--- config.mk ---
export PLATFORM = sky130hd
export DESIGN_NAME = pphf_ctrl
export DESIGN_NICKNAME = d
export VERILOG_FILES = /design/src/rtl/pphf_pkg.sv /design/src/rtl/pphf_ctrl.sv
export SDC_FILE = /design/constraint.sdc
export NUM_CORES = 1
export LEC_CHECK = 0
export ABC_AREA = 0
export BUFFER_PORTS_ARGS = -buffer_cell sky130_fd_sc_hd__buf_4
export CAP_MARGIN = 20
export CORE_AREA = 2 2 39 41
export CTS_BUF_LIST = sky130_fd_sc_hd__clkbuf_8 sky130_fd_sc_hd__clkbuf_16
export DETAILED_ROUTE_END_ITERATION = 7
export DIE_AREA = 0 0 41 43
export PLACE_DENSITY = 0.67
export REMOVE_ABC_BUFFERS = 1
export SYNTH_ARGS = -nofsm -noshare
export SYNTH_HDL_FRONTEND = slang
export SYNTH_SLANG_ARGS = --single-unit
export TNS_END_PERCENT = 100
--- constraint.sdc ---
create_clock -name i_clk -period 3.4 [get_ports i_clk]
set_clock_uncertainty 0.05 [all_clocks]
set_input_delay 0.34 -clock i_clk [delete_from_list [all_inputs] [get_ports i_clk]]
set_output_delay 0.34 -clock i_clk [all_outputs]
set_load 0.02 [all_outputs]
--- src/rtl/pphf_pkg.sv ---
// pphf_pkg: shared constants, codes and control types of the pedestal, common mode
// and hit finder block
// no dependencies
package pphf_pkg;

    localparam int MAX_ROWS_DEF    = 64;
    localparam int MAX_COLS_DEF    = 64;
    localparam int SAMPLE_BITS_DEF = 16;

    localparam int SMP_W  = 16;
    localparam int IDX_W  = 12;
    localparam int SIG_W  = 21;
    localparam int MASK_W = 8;

    localparam int PHASE_W = 2;
    localparam int DIM_W   = 7;
    localparam int FLOG_W  = 5;
    localparam int CFG_IW  = 2;
    localparam int CFG_DW  = 7;

    localparam int PSUM_W   = 32;
    localparam int NSUM_W   = 56;
    localparam int NTOT_W   = 64;
    localparam int LIM_W    = 48;
    localparam int FCNT_W   = 17;
    localparam int FLOG_MAX = 16;

    localparam int DVD_W = NTOT_W + 5;
    localparam int SQ_W  = 2 * SIG_W;
    localparam int SQS_W = SQ_W + FLOG_MAX;
    localparam int N9_W  = NSUM_W + 4;

    localparam int SIG_MAX = 2 ** (SIG_W - 1) - 1;
    localparam int SIG_MIN = -(2 ** (SIG_W - 1));

    localparam logic [DIM_W-1:0]  ROWS_RST = 7'd64;
    localparam logic [DIM_W-1:0]  COLS_RST = 7'd64;
    localparam logic [FLOG_W-1:0] FLOG_RST = 5'd10;
    localparam logic [FLOG_W-1:0] FLOG_LIM = 5'd16;
    localparam logic [FCNT_W-1:0] FCNT_MAX = '1;

    typedef enum logic [PHASE_W-1:0] {
        PH_PED   = 2'd0,
        PH_NOISE = 2'd1,
        PH_OUT   = 2'd2,
        PH_OFF   = 2'd3
    } t_phase;

    typedef enum logic [CFG_IW-1:0] {
        CFG_PHASE = 2'd0,
        CFG_ROWS  = 2'd1,
        CFG_COLS  = 2'd2,
        CFG_FLOG  = 2'd3
    } t_cfg_idx;

    typedef enum logic [3:0] {
        ST_CLR,
        ST_IDLE,
        ST_RD,
        ST_PED,
        ST_UPD,
        ST_CM,
        ST_CM_W,
        ST_LIM,
        ST_LIM_W,
        ST_RRD,
        ST_RPED,
        ST_RSIG,
        ST_RSQ,
        ST_REVAL,
        ST_RLOAD,
        ST_RWAIT
    } t_state;

    typedef struct packed {
        logic take;
        logic clr;
        logic rd_rp;
        logic ped_calc;
        logic smp_upd;
        logic adv;
        logic cm_start;
        logic cm_load;
        logic lim_start;
        logic lim_load;
        logic rp_init;
        logic sig_calc;
        logic sq_calc;
        logic eval;
        logic out_load;
        logic rp_step;
    } t_cmd;

    typedef struct packed {
        t_phase phase;
        logic   grp_end;
        logic   div_done;
        logic   clr_last;
        logic   out_xfer;
        logic   rp_last;
    } t_sts;

endpackage

--- src/rtl/pphf_ctrl.sv ---
// pphf_ctrl: sequencer for memory clear, sample update, group division and replay
// depends on pphf_pkg
module pphf_ctrl import pphf_pkg::*; (
    input  logic i_clk,
    input  logic i_rst_n,
    input  logic i_in_valid,
    input  t_sts i_sts,
    output logic o_in_ready,
    output t_cmd o_cmd
);
    t_state r_state;
    t_state n_state;

    always_ff @(posedge i_clk) begin
        if (!i_rst_n) begin
            r_state <= ST_CLR;
        end else begin
            r_state <= n_state;
        end
    end

    always_comb begin
        n_state = r_state;
        unique case (r_state)
            ST_CLR:   if (i_sts.clr_last) n_state = ST_IDLE;
            ST_IDLE: begin
                if (i_in_valid && i_sts.phase != PH_OFF) n_state = ST_RD;
            end
            ST_RD:    n_state = ST_PED;
            ST_PED:   n_state = ST_UPD;
            ST_UPD: begin
                if (i_sts.phase != PH_PED && i_sts.grp_end) n_state = ST_CM;
                else n_state = ST_IDLE;
            end
            ST_CM:    n_state = ST_CM_W;
            ST_CM_W: begin
                if (i_sts.div_done) n_state = (i_sts.phase == PH_OUT) ? ST_LIM : ST_RRD;
            end
            ST_LIM:   n_state = ST_LIM_W;
            ST_LIM_W: if (i_sts.div_done) n_state = ST_RRD;
            ST_RRD:   n_state = ST_RPED;
            ST_RPED:  n_state = ST_RSIG;
            ST_RSIG:  n_state = ST_RSQ;
            ST_RSQ:   n_state = ST_REVAL;
            ST_REVAL: begin
                if (i_sts.phase == PH_OUT) n_state = ST_RLOAD;
                else n_state = i_sts.rp_last ? ST_IDLE : ST_RRD;
            end
            ST_RLOAD: n_state = ST_RWAIT;
            ST_RWAIT: begin
                if (i_sts.out_xfer) n_state = i_sts.rp_last ? ST_IDLE : ST_RRD;
            end
            default:  n_state = ST_IDLE;
        endcase
    end

    always_comb begin
        o_cmd      = '0;
        o_in_ready = 1'b0;
        unique case (r_state)
            ST_CLR:   o_cmd.clr = 1'b1;
            ST_IDLE: begin
                o_in_ready = 1'b1;
                o_cmd.take = i_in_valid;
            end
            ST_RD:    ;
            ST_PED:   o_cmd.ped_calc = 1'b1;
            ST_UPD: begin
                o_cmd.smp_upd = 1'b1;
                o_cmd.adv     = !(i_sts.phase != PH_PED && i_sts.grp_end);
            end
            ST_CM: begin
                o_cmd.cm_start = 1'b1;
                o_cmd.rp_init  = 1'b1;
            end
            ST_CM_W:  o_cmd.cm_load = i_sts.div_done;
            ST_LIM:   o_cmd.lim_start = 1'b1;
            ST_LIM_W: o_cmd.lim_load = i_sts.div_done;
            ST_RRD:   o_cmd.rd_rp = 1'b1;
            ST_RPED: begin
                o_cmd.rd_rp    = 1'b1;
                o_cmd.ped_calc = 1'b1;
            end
            ST_RSIG: begin
                o_cmd.rd_rp    = 1'b1;
                o_cmd.sig_calc = 1'b1;
            end
            ST_RSQ: begin
                o_cmd.rd_rp   = 1'b1;
                o_cmd.sq_calc = 1'b1;
            end
            ST_REVAL: begin
                o_cmd.rd_rp   = 1'b1;
                o_cmd.eval    = 1'b1;
                o_cmd.rp_step = i_sts.phase != PH_OUT;
                o_cmd.adv     = i_sts.phase != PH_OUT && i_sts.rp_last;
            end
            ST_RLOAD: begin
                o_cmd.rd_rp    = 1'b1;
                o_cmd.out_load = 1'b1;
            end
            ST_RWAIT: begin
                o_cmd.rd_rp   = 1'b1;
                o_cmd.rp_step = i_sts.out_xfer;
                o_cmd.adv     = i_sts.out_xfer && i_sts.rp_last;
            end
            default:  ;
        endcase
    end
endmodule

======== Word level (Yosys, flattened, before mapping) ========
Cells that the tools add are included.
word-level totals
  output and inout port bits .............. 17
  input port bits ......................... 10
  register bits after elaboration ......... 4
  logic and storage cells ................. 60
operators by class
  eq/ne operators ......................... 23
  mux-type cells .......................... 26
  reduce and logical (&&, ||, !) cells .... 10
operators with widths
  cell                count
  $pmux 4 s16         1
  $eq 4x4->1 const B  8
  $mux 4              8
  $eq 4x3->1 const B  4
  $mux 1              14
  $ne 2x2->1 const B  7
  $eq 4x2->1 const B  2
  $reduce_or 7->1     1
  $reduce_and 5->1    1
  $eq 4x1->1 const B  1
  $logic_and 1x1->1   4
  $logic_not 4->1     1
  $mux 3              1
  $pmux 1 s3          1
  $eq 2x2->1 const B  1
  $pmux 1 s2          1
  $reduce_bool 2->1   1
  $reduce_or 2->1     1
  $logic_not 1->1     1

======== Longest topological paths before layout ========
Gate-level depths: netlist (run 1).
  word-level depth ........................ 4
  depth in mapped cells ................... 5
  gate-level depth less buffers ........... 4

======== Worst setup path before layout (run 1) ========
No wires, ideal clock.
  path type ............................... flip-flop to output port
  start point ............................. register r_state[3]
  end point ............................... output port o_cmd[10] (netlist bit)
  path buffers ............................ 1
  stages on the path, launching flop included .. 6
  required time ........................... 3010 ps
  slack ................................... 1574 ps
  data arrival time ....................... 1436 ps
  cell sequence ........................... dfxtp_1 buf_2 nand2b_1 nor3_1 nand2_1 nand2_1
RTL lines
  element                 line             source
  from (decl)             pphf_ctrl.sv:11  t_state r_state;
  from (signal assigned)  pphf_ctrl.sv:18  r_state <= n_state;
  to (decl)               pphf_ctrl.sv:9   output t_cmd o_cmd

==> results.toml, run 1 <==
[power_and_ir_drop]
p_int_mw = 0.181
p_comb_share_pct = 38.1
leakage_nw = 0.344
p_per_area_mw_per_mm2 = 380
p_sw_share_pct = 34.2
seqPwrFrac_pct = 26.7
p_clk_share_pct = 35.2
p_switching_mw = 0.0941
ir_worst_vdd_mv = 0.283

[cells_and_area]
largest_reg_flops = 4
layout.nets = 105
diodes = 0
reg_top3 = "r_state: 4 flops"
area.growth.synth_to_final_pct = 46.2
regMostFlops = "r_state"
drive_gt1_share_pct = 36.6
final_cells = 109

[cts]
cts.sinks = 4
cts_setup_buffers = 0
cts_buffer_depth = 2
cts-root-buf = "clkbuf_8"
cts_tree = "done"
h-tree-depth = 1
clk_latency_ns = 0.21
postCtsHoldBufs = 0
clkSlewWorstSetupHoldPaths_ns = 0.03
cts_resized = 0
cts_buffers = 3

[logic_synthesis]
ys_seq_elements = 4
synthMuxAreaShare_pct = 4.04
synth_top_area_cell = "dfxtp_1"
synth-simple-area-share_pct = 38.6
synth_xor_area_share_pct = 1.77
synth_compound_area_share_pct = 30.8
synth_area_leaders = "dfxtp_1 16%, nand2b_1 7.6%, o32ai_4 5.6%"
netlist.area_leader.share_pct = 16.2
synthCells = 69
syn_area_um2 = 495
synth.yosys.seq_area_share_pct = 16.2
synth.distinct_cells = 33
ys_warn_count = 0
synth_top_family_by_area = "simple AND/OR/NAND/NOR gates"
synth_area_per_cell_um2 = 7.18
yosys.area_share.adder_pct = 0

[hold_path]
hold_start = "i_rst_n"
whs_path_depth = 2
min_path_type = "input port to flip-flop"
hold-path-endpoint = "r_state[3]"

[floorplan]
core-area_mm2 = 0.00138
start_util_pct = 35.8
die_area_mm2 = 0.00176
row_count = 14
die_x_um = 41
fp.dieH_um = 43
io_pins = 27

[global_routing]
antenna_found_initial = 0
grt_pass1_vias = 493
gr-total-overflow = 0
grt_pass1_wl_mm = 2.10
grt_max_degree = 18
grt_use_total_pct = 16.9

[sta]
period_share_pct = 62.1
finalSetupViolCount = 0
rsz0062_at_grt = "no"
finalMaxSlewViolations = 0
maxSlewHeadroom_pct = 66.2
finalHoldViolCount = 0
worst_slew_pin_slew_ns = 0.506
setup_tns_ns = 0
min_period_ns = 2.11
max_freq_mhz = 473

[placement]
port-buffer-count = 26
dpl.cell_count = 106
place.gp.congestion = 0.775
hpwl_um = 985

[critical_path]
cp.arrival_ns = 1.72
reg2regPathDepth = 4
crit_path_end_kind = "output pin"
reg2reg_from = "r_state[0]"
start_kind = "flip-flop"
crit_type = "flip-flop to output pin"
crit_required_ns = 3.01
r2r_setup_slack_ns = 1.61
r2r-end = "r_state[0]"
critPathMaxFanout = 16

[drt]
drc_errors = 0
routed_wl_mm = 1.28
antenna_left = 0
drtIter0Drc = 13
avgRoutedWirePerCell_um = 11.7
via_count = 592
dr.pass1.iters = 4
routed_via_density = 5.43

[run]
maxCapViolCount = 0

[outcome]
outcome = "completed"
-- cell families (layout without fill, tap and decap cells) --
kind of cell	Yosys count	after routing
AOI/OAI and AO/OA	18	18
and+or+nand+nor	35	35
DFF	4	4
buffers and inverters	9	33
muxes	2	2
xor gates and xnor gates	1	1
-- placed cells by master, fill, tap and decap left out --
cell,instances
o22ai_1,1
a21oi_1,2
o21ai_0,4
nor3_1,5
dfxtp_1,4
nand2_1,7
or2b_1,2
nand2b_1,6
o31ai_1,1
nand4b_1,1
o211a_1,1
and2_1,2
and3_1,1
clkbuf_8,3
nor4_1,1
inv_1,3
a21oi_2,1
a32o_1,1
o32ai_4,1
o2111a_1,1
inv_2,1
o211ai_1,1
buf_4,26
mux2i_1,2
or2_2,1
a31oi_1,1
or4b_4,1
nor3b_1,1
o311a_1,1
a2111oi_1,1
nor2_1,7
a21boi_1,1
xnor2_1,1
-- worst max path at each step --
stage | depth (start not counted) | end | startpoint
after floorplan | 3 | o_cmd[15] | r_state[0]
after global placement | 4 | o_cmd[15] | r_state[0]
after detailed placement | 4 | o_cmd[15] | r_state[0]
after CTS | 4 | o_cmd[15] | r_state[0]
after global routing | 4 | o_cmd[15] | r_state[0]
final | 4 | o_cmd[15] | r_state[0]
-- critical path, stage by stage (launching register included) --
cell     delay, ns
dfxtp_1       0.63
or4b_4        0.55
inv_1         0.08
and2_1        0.12
buf_4         0.13
-- Yosys cell counts (all sizes together) --
master,n
nand2,7
nor2,7
nand2b,6
buf,5
nor3,5
dfxtp,4
inv,4
o21ai,4
a21oi,3
and2,2
mux2i,2
or2b,2
a2111oi,1
a21boi,1
a31oi,1
a32o,1
and3,1
nand4b,1
nor3b,1
nor4,1
o2111a,1
o211a,1
o211ai,1
o22ai,1
o311a,1
o31ai,1
o32ai,1
or2,1
or4b,1
xnor2,1
-- metrics by stage --
stage	utilization (%)	area (um^2)	setup WS (ns)	hold WS, ns	total power [mW]
floorplan	-	468	1.51	0.423	0.139
global placement	49.4	683	1.52	0.570	0.178
detailed placement	49.4	683	1.53	0.571	0.179
CTS	52.4	724	1.28	0.351	0.279
global route	52.4	724	1.19	0.354	0.298
finish	52.4	724	1.29	0.357	0.275
-- area by class of cell --
type	count	area, um^2
Timing Repair Buffer	26	195
Clock buffer	3	41.3
Tap cell	16	20.0
Inverter	4	15.0
Fill cell	152	659
Multi-Input combinational cell	56	373
Sequential cell	4	80.1
-- power groups by stage --
stage	Clock [mW]	Sequential [mW]	Combinational [mW]
finish	0.0969	0.0734	0.105
global route	0.107	0.0769	0.114
CTS	0.0998	0.0734	0.105
detailed placement	0	0.0737	0.105
global placement	0	0.0739	0.104
floorplan	0	0.0682	0.0711
-- layer usage --
metal,track usage [%],wire length [um],vias up
met5,0,0,-
met4,8.00,15,0
met3,3.14,132,2
met2,23.8,546,31
met1,23.8,581,261
li1,-,-,298
Note: power is estimated with default switching activity, not from simulation.
==> inputs of run 2 (changes only) <==
==> constraint.sdc (replaced) <==
create_clock -name i_clk -period 2.2 [get_ports i_clk]
set_clock_uncertainty 0.05 [all_clocks]
set_input_delay 0.22 -clock i_clk [delete_from_list [all_inputs] [get_ports i_clk]]
set_output_delay 0.22 -clock i_clk [all_outputs]
set_load 0.02 [all_outputs]
==> results.toml, run 2 (same netlist as run 1, synthesis figures left out) <==
[outcome]
outcome = "completed"

[global_routing]
gr-total-overflow = 0
grt_use_total_pct = 19.6
grt_max_degree = 18
antenna_found_initial = 0
grt_pass1_wl_mm = 2.46
grt_pass1_vias = 541

[cells_and_area]
reg_top3 = "r_state: 4 flops"
drive_gt1_share_pct = 37.2
largest_reg_flops = 4
most-common-layout-cells = "27 x buf_4, 7 x nand2_1, 7 x nor2_1"
regMostFlops = "r_state"
layout_commonest_cell = "buf_4"
diodes = 0
layout.nets = 106
final_area_um2 = 732
area.growth.synth_to_final_pct = 47.7
final_cells = 110

[drt]
via_count = 620
routed_via_density = 5.64
routed_wl_mm = 1.42
antenna_left = 0
dr.pass1.iters = 4
drc_errors = 0
drtIter0Drc = 21
avgRoutedWirePerCell_um = 12.9

[cts]
h-tree-depth = 1
cts_setup_buffers = 0
cts_buffer_depth = 2
cts.sinks = 4
clkSlewWorstSetupHoldPaths_ns = 0.03
postCtsHoldBufs = 0
clk_latency_ns = 0.21
cts_buffers = 3
cts_resized = 0
cts-root-buf = "clkbuf_8"
cts_tree = "done"

[floorplan]
start_util_pct = 35.8
fp.dieH_um = 43
core-area_mm2 = 0.00138
die_area_mm2 = 0.00176
die_x_um = 41
row_count = 14
io_pins = 27

[sta]
period_share_pct = 86.3
setup_ws_ns = 0.300
rsz0062_at_grt = "no"
finalHoldViolCount = 0
setup_tns_ns = 0
maxSlewHeadroom_pct = 68.7
finalSetupViolCount = 0
max_freq_mhz = 526
finalMaxSlewViolations = 0
worst_slew_pin_slew_ns = 0.468
min_period_ns = 1.90

[run]
maxCapViolCount = 0

[critical_path]
crit_type = "flip-flop to output pin"
crit_path_end_kind = "output pin"
r2r-end = "r_state[3]"
critPathMaxFanout = 17
r2r_setup_slack_ns = 0.53
crit_required_ns = 1.93
reg2regPathDepth = 4
reg2reg_from = "r_state[1]"
start_kind = "flip-flop"
cp.arrival_ns = 1.63

[hold_path]
hold_start = "i_rst_n"
min_path_type = "input port to flip-flop"
whs_path_depth = 2
hold-path-endpoint = "r_state[3]"

[power_and_ir_drop]
total_power_mw = 0.429
ir_worst_vdd_mv = 0.336
leakage_nw = 0.350
p_per_area_mw_per_mm2 = 587

[placement]
port-buffer-count = 26
hpwl_mm = 1.08
dpl.cell_count = 107
place.gp.congestion = 0.847
placed_area_um2 = 691
pre_cts_slack_ns = 0.546
[run 2: cell count changes in the layout (fill, tap and decap cells not counted)]
cell	previous run	this run
buf_4	26	27
[run 2: critical path, stage by stage (launching register included)]
cell and delay (ns):
dfxtp_1 0.44, or4b_4 0.61, inv_1 0.10, and2_1 0.13, buf_4 0.13
[run 2: layer usage]
layer / routed length [um] / track usage (%) / vias up
li1: - / - / 300
met1: 629 / 27.0 / 291
met2: 676 / 28.4 / 27
met3: 108 / 3.66 / 2
met4: 8 / 8.67 / 0
met5: 0 / 0 / -
[run 2: how the worst max path moves through the flow]
stage,startpoint,to,slack (ns),depth (start not counted)
after CTS,r_state[1],o_cmd[15],0.32,4
after floorplan,r_state[0],o_cmd[15],0.43,3
final,r_state[1],o_cmd[15],0.30,4
after global placement,r_state[1],o_cmd[15],0.56,4
after global routing,r_state[1],o_cmd[15],0.17,4
after detailed placement,r_state[1],o_cmd[15],0.55,4
[run 2: where the power goes]
| group | switching [mW] | leakage, nW | total, mW | internal (mW) |
|---|---|---|---|---|
| clock | 0.0298 | 0.0216 | 0.146 | 0.116 |
| sequential | 0.0202 | 0.0327 | 0.102 | 0.0818 |
| combinational | 0.0960 | 0.295 | 0.182 | 0.0858 |
[run 2: layout make-up]
type | instances | area [um^2]
Multi-Input combinational cell | 56 | 373
Fill cell | 149 | 652
Clock buffer | 3 | 41.3
Tap cell | 16 | 20.0
Inverter | 4 | 15.0
Timing Repair Buffer | 27 | 203
Sequential cell | 4 | 80.1
[run 2: metrics by stage]
step	hold WS (ns)	util, %
floorplan	0.303	-
global placement	0.452	49.9
detailed placement	0.455	49.9
CTS	0.238	52.9
global route	0.247	52.9
finish	0.243	52.9
==> inputs of run 3 (changes only) <==
--- a/config.mk
+++ b/config.mk
@@ -12,6 +12,7 @@
 export CTS_BUF_LIST = sky130_fd_sc_hd__clkbuf_8 sky130_fd_sc_hd__clkbuf_16
 export DETAILED_ROUTE_END_ITERATION = 7
 export DIE_AREA = 0 0 41 43
+export GPL_ROUTABILITY_DRIVEN = 0
 export PLACE_DENSITY = 0.67
 export REMOVE_ABC_BUFFERS = 1
 export SYNTH_ARGS = -nofsm -noshare
==> constraint.sdc (replaced) <==
create_clock -name i_clk -period 2.2 [get_ports i_clk]
set_clock_uncertainty 0.05 [all_clocks]
set_input_delay 0.22 -clock i_clk [delete_from_list [all_inputs] [get_ports i_clk]]
set_output_delay 0.22 -clock i_clk [all_outputs]
set_load 0.01 [all_outputs]
==> results.toml, run 3 (same netlist as run 1, synthesis figures left out) <==
[critical_path]
crit_type = "flip-flop to output pin"
cp.arrival_ns = 1.59
cp_slowest_cell = "or4b_4"
crit_required_ns = 1.93
r2r_setup_slack_ns = 0.53
r2r-end = "r_state[0]"
cp_cell_sequence = "or4b_4 > inv_1 > and2_1 > buf_4"
slowest_delay_ns = 0.61
reg2regPathDepth = 4
crit_path_end_kind = "output pin"
start_kind = "flip-flop"
reg2reg_from = "r_state[1]"
critPathMaxFanout = 17

[drt]
drtIter0Drc = 20
antenna_left = 0
avgRoutedWirePerCell_um = 12.8
dr.pass1.iters = 4
drc_errors = 0
via_count = 604
routed_via_density = 5.49
routed_wl_mm = 1.41

[hold_path]
min_path_type = "input port to flip-flop"
hold-path-endpoint = "r_state[3]"
hold_start = "i_rst_n"
whs_path_depth = 2

[cts]
h-tree-depth = 1
cts_buffer_depth = 2
cts-root-buf = "clkbuf_8"
cts.sinks = 4
cts_setup_buffers = 0
cts_buffers = 3
clk_latency_ns = 0.21
cts_tree = "done"
cts_resized = 0
clkSlewWorstSetupHoldPaths_ns = 0.03
postCtsHoldBufs = 0

[power_and_ir_drop]
total_power_mw = 0.423
ir_worst_vdd_mv = 0.566
p_per_area_mw_per_mm2 = 578
leakage_nw = 0.350

[cells_and_area]
largest_reg_flops = 4
layout_commonest_cell = "buf_4"
drive_gt1_share_pct = 37.2
reg_top3 = "r_state: 4 flops"
regMostFlops = "r_state"
diodes = 0
layout.nets = 106
fillers = 141
area.growth.synth_to_final_pct = 47.7
most-common-layout-cells = "27 x buf_4, 7 x nand2_1, 7 x nor2_1"

[sta]
timing.hold.ws_ns = 0.241
finalMaxSlewViolations = 0
worst_slew_pin_slew_ns = 0.475
finalHoldViolCount = 0
maxSlewHeadroom_pct = 68.3
rsz0062_at_grt = "no"
finalSetupViolCount = 0
setup_tns_ns = 0
min_period_ns = 1.86
period_share_pct = 84.7
max_freq_mhz = 536

[run]
maxCapViolCount = 0

[floorplan]
fp.dieH_um = 43
die_area_mm2 = 0.00176
core-area_mm2 = 0.00138
io_pins = 27
row_count = 14
die_x_um = 41
start_util_pct = 35.8

[placement]
hpwl_mm = 1.08
port-buffer-count = 26

[global_routing]
grt_pass1_wl_mm = 2.21
grt_max_degree = 18
antenna_found_initial = 0
grt_use_total_pct = 17.9
grt_pass1_vias = 535
gr-total-overflow = 0

[outcome]
outcome = "completed"
-- run 3: cell counts in the layout (fill, tap and decap cells not counted) --
No cell type changed its count.
-- run 3: layout make-up --
class                           instances  area, um^2  area share (%)
Multi-Input combinational cell         56         373            50.9
Timing Repair Buffer                   27         203            27.7
Sequential cell                         4        80.1            10.9
Clock buffer                            3        41.3            5.64
Tap cell                               16        20.0            2.74
Inverter                                4        15.0            2.05
-- run 3: per-stage QoR --
step / instances / setup WS (ns) / area (um^2) / util [%]
2_1_floorplan: 64 / 0.572 / 468 / -
3_3_place_gp: 107 / 0.586 / 691 / 49.9
3_5_place_dp: 107 / 0.540 / 691 / 49.9
4_1_cts: 110 / 0.340 / 732 / 52.9
5_1_grt: 110 / 0.241 / 732 / 52.9
6_report: 110 / 0.336 / 732 / 52.9
-- run 3: worst max-delay path: cells and delay by family (launching register included) --
family        cells  cell delay (ns)
buf+inv           2             0.20
simple gates      2             0.74
flops             1             0.44
-- run 3: metal layers --
metal / track usage, % / vias up / share of wire (%)
met5: 0 / - / 0
met2: 26.6 / 40 / 43
met1: 23.8 / 259 / 45
met4: 6.67 / 0 / 1.2
li1: - / 303 / -
met3: 4.71 / 2 / 10
-- run 3: worst max-delay path by stage --
stage / end / slack [ns] / depth (start not counted) / start
finish: o_cmd[15] / 0.34 / 4 / r_state[1]
CTS: o_cmd[15] / 0.34 / 4 / r_state[1]
global route: o_cmd[15] / 0.24 / 4 / r_state[1]
global placement: r_state[0] / 0.59 / 4 / r_state[1]
floorplan: r_state[0] / 0.57 / 4 / r_state[0]
detailed placement: r_state[0] / 0.54 / 4 / r_state[1]
-- run 3: where the power goes --
| part | switching (mW) | internal, mW |
|---|---|---|
| logic | 0.0838 | 0.0852 |
| clock network | 0.0352 | 0.116 |
| registers | 0.0204 | 0.0817 |
| total | 0.139 | 0.283 |
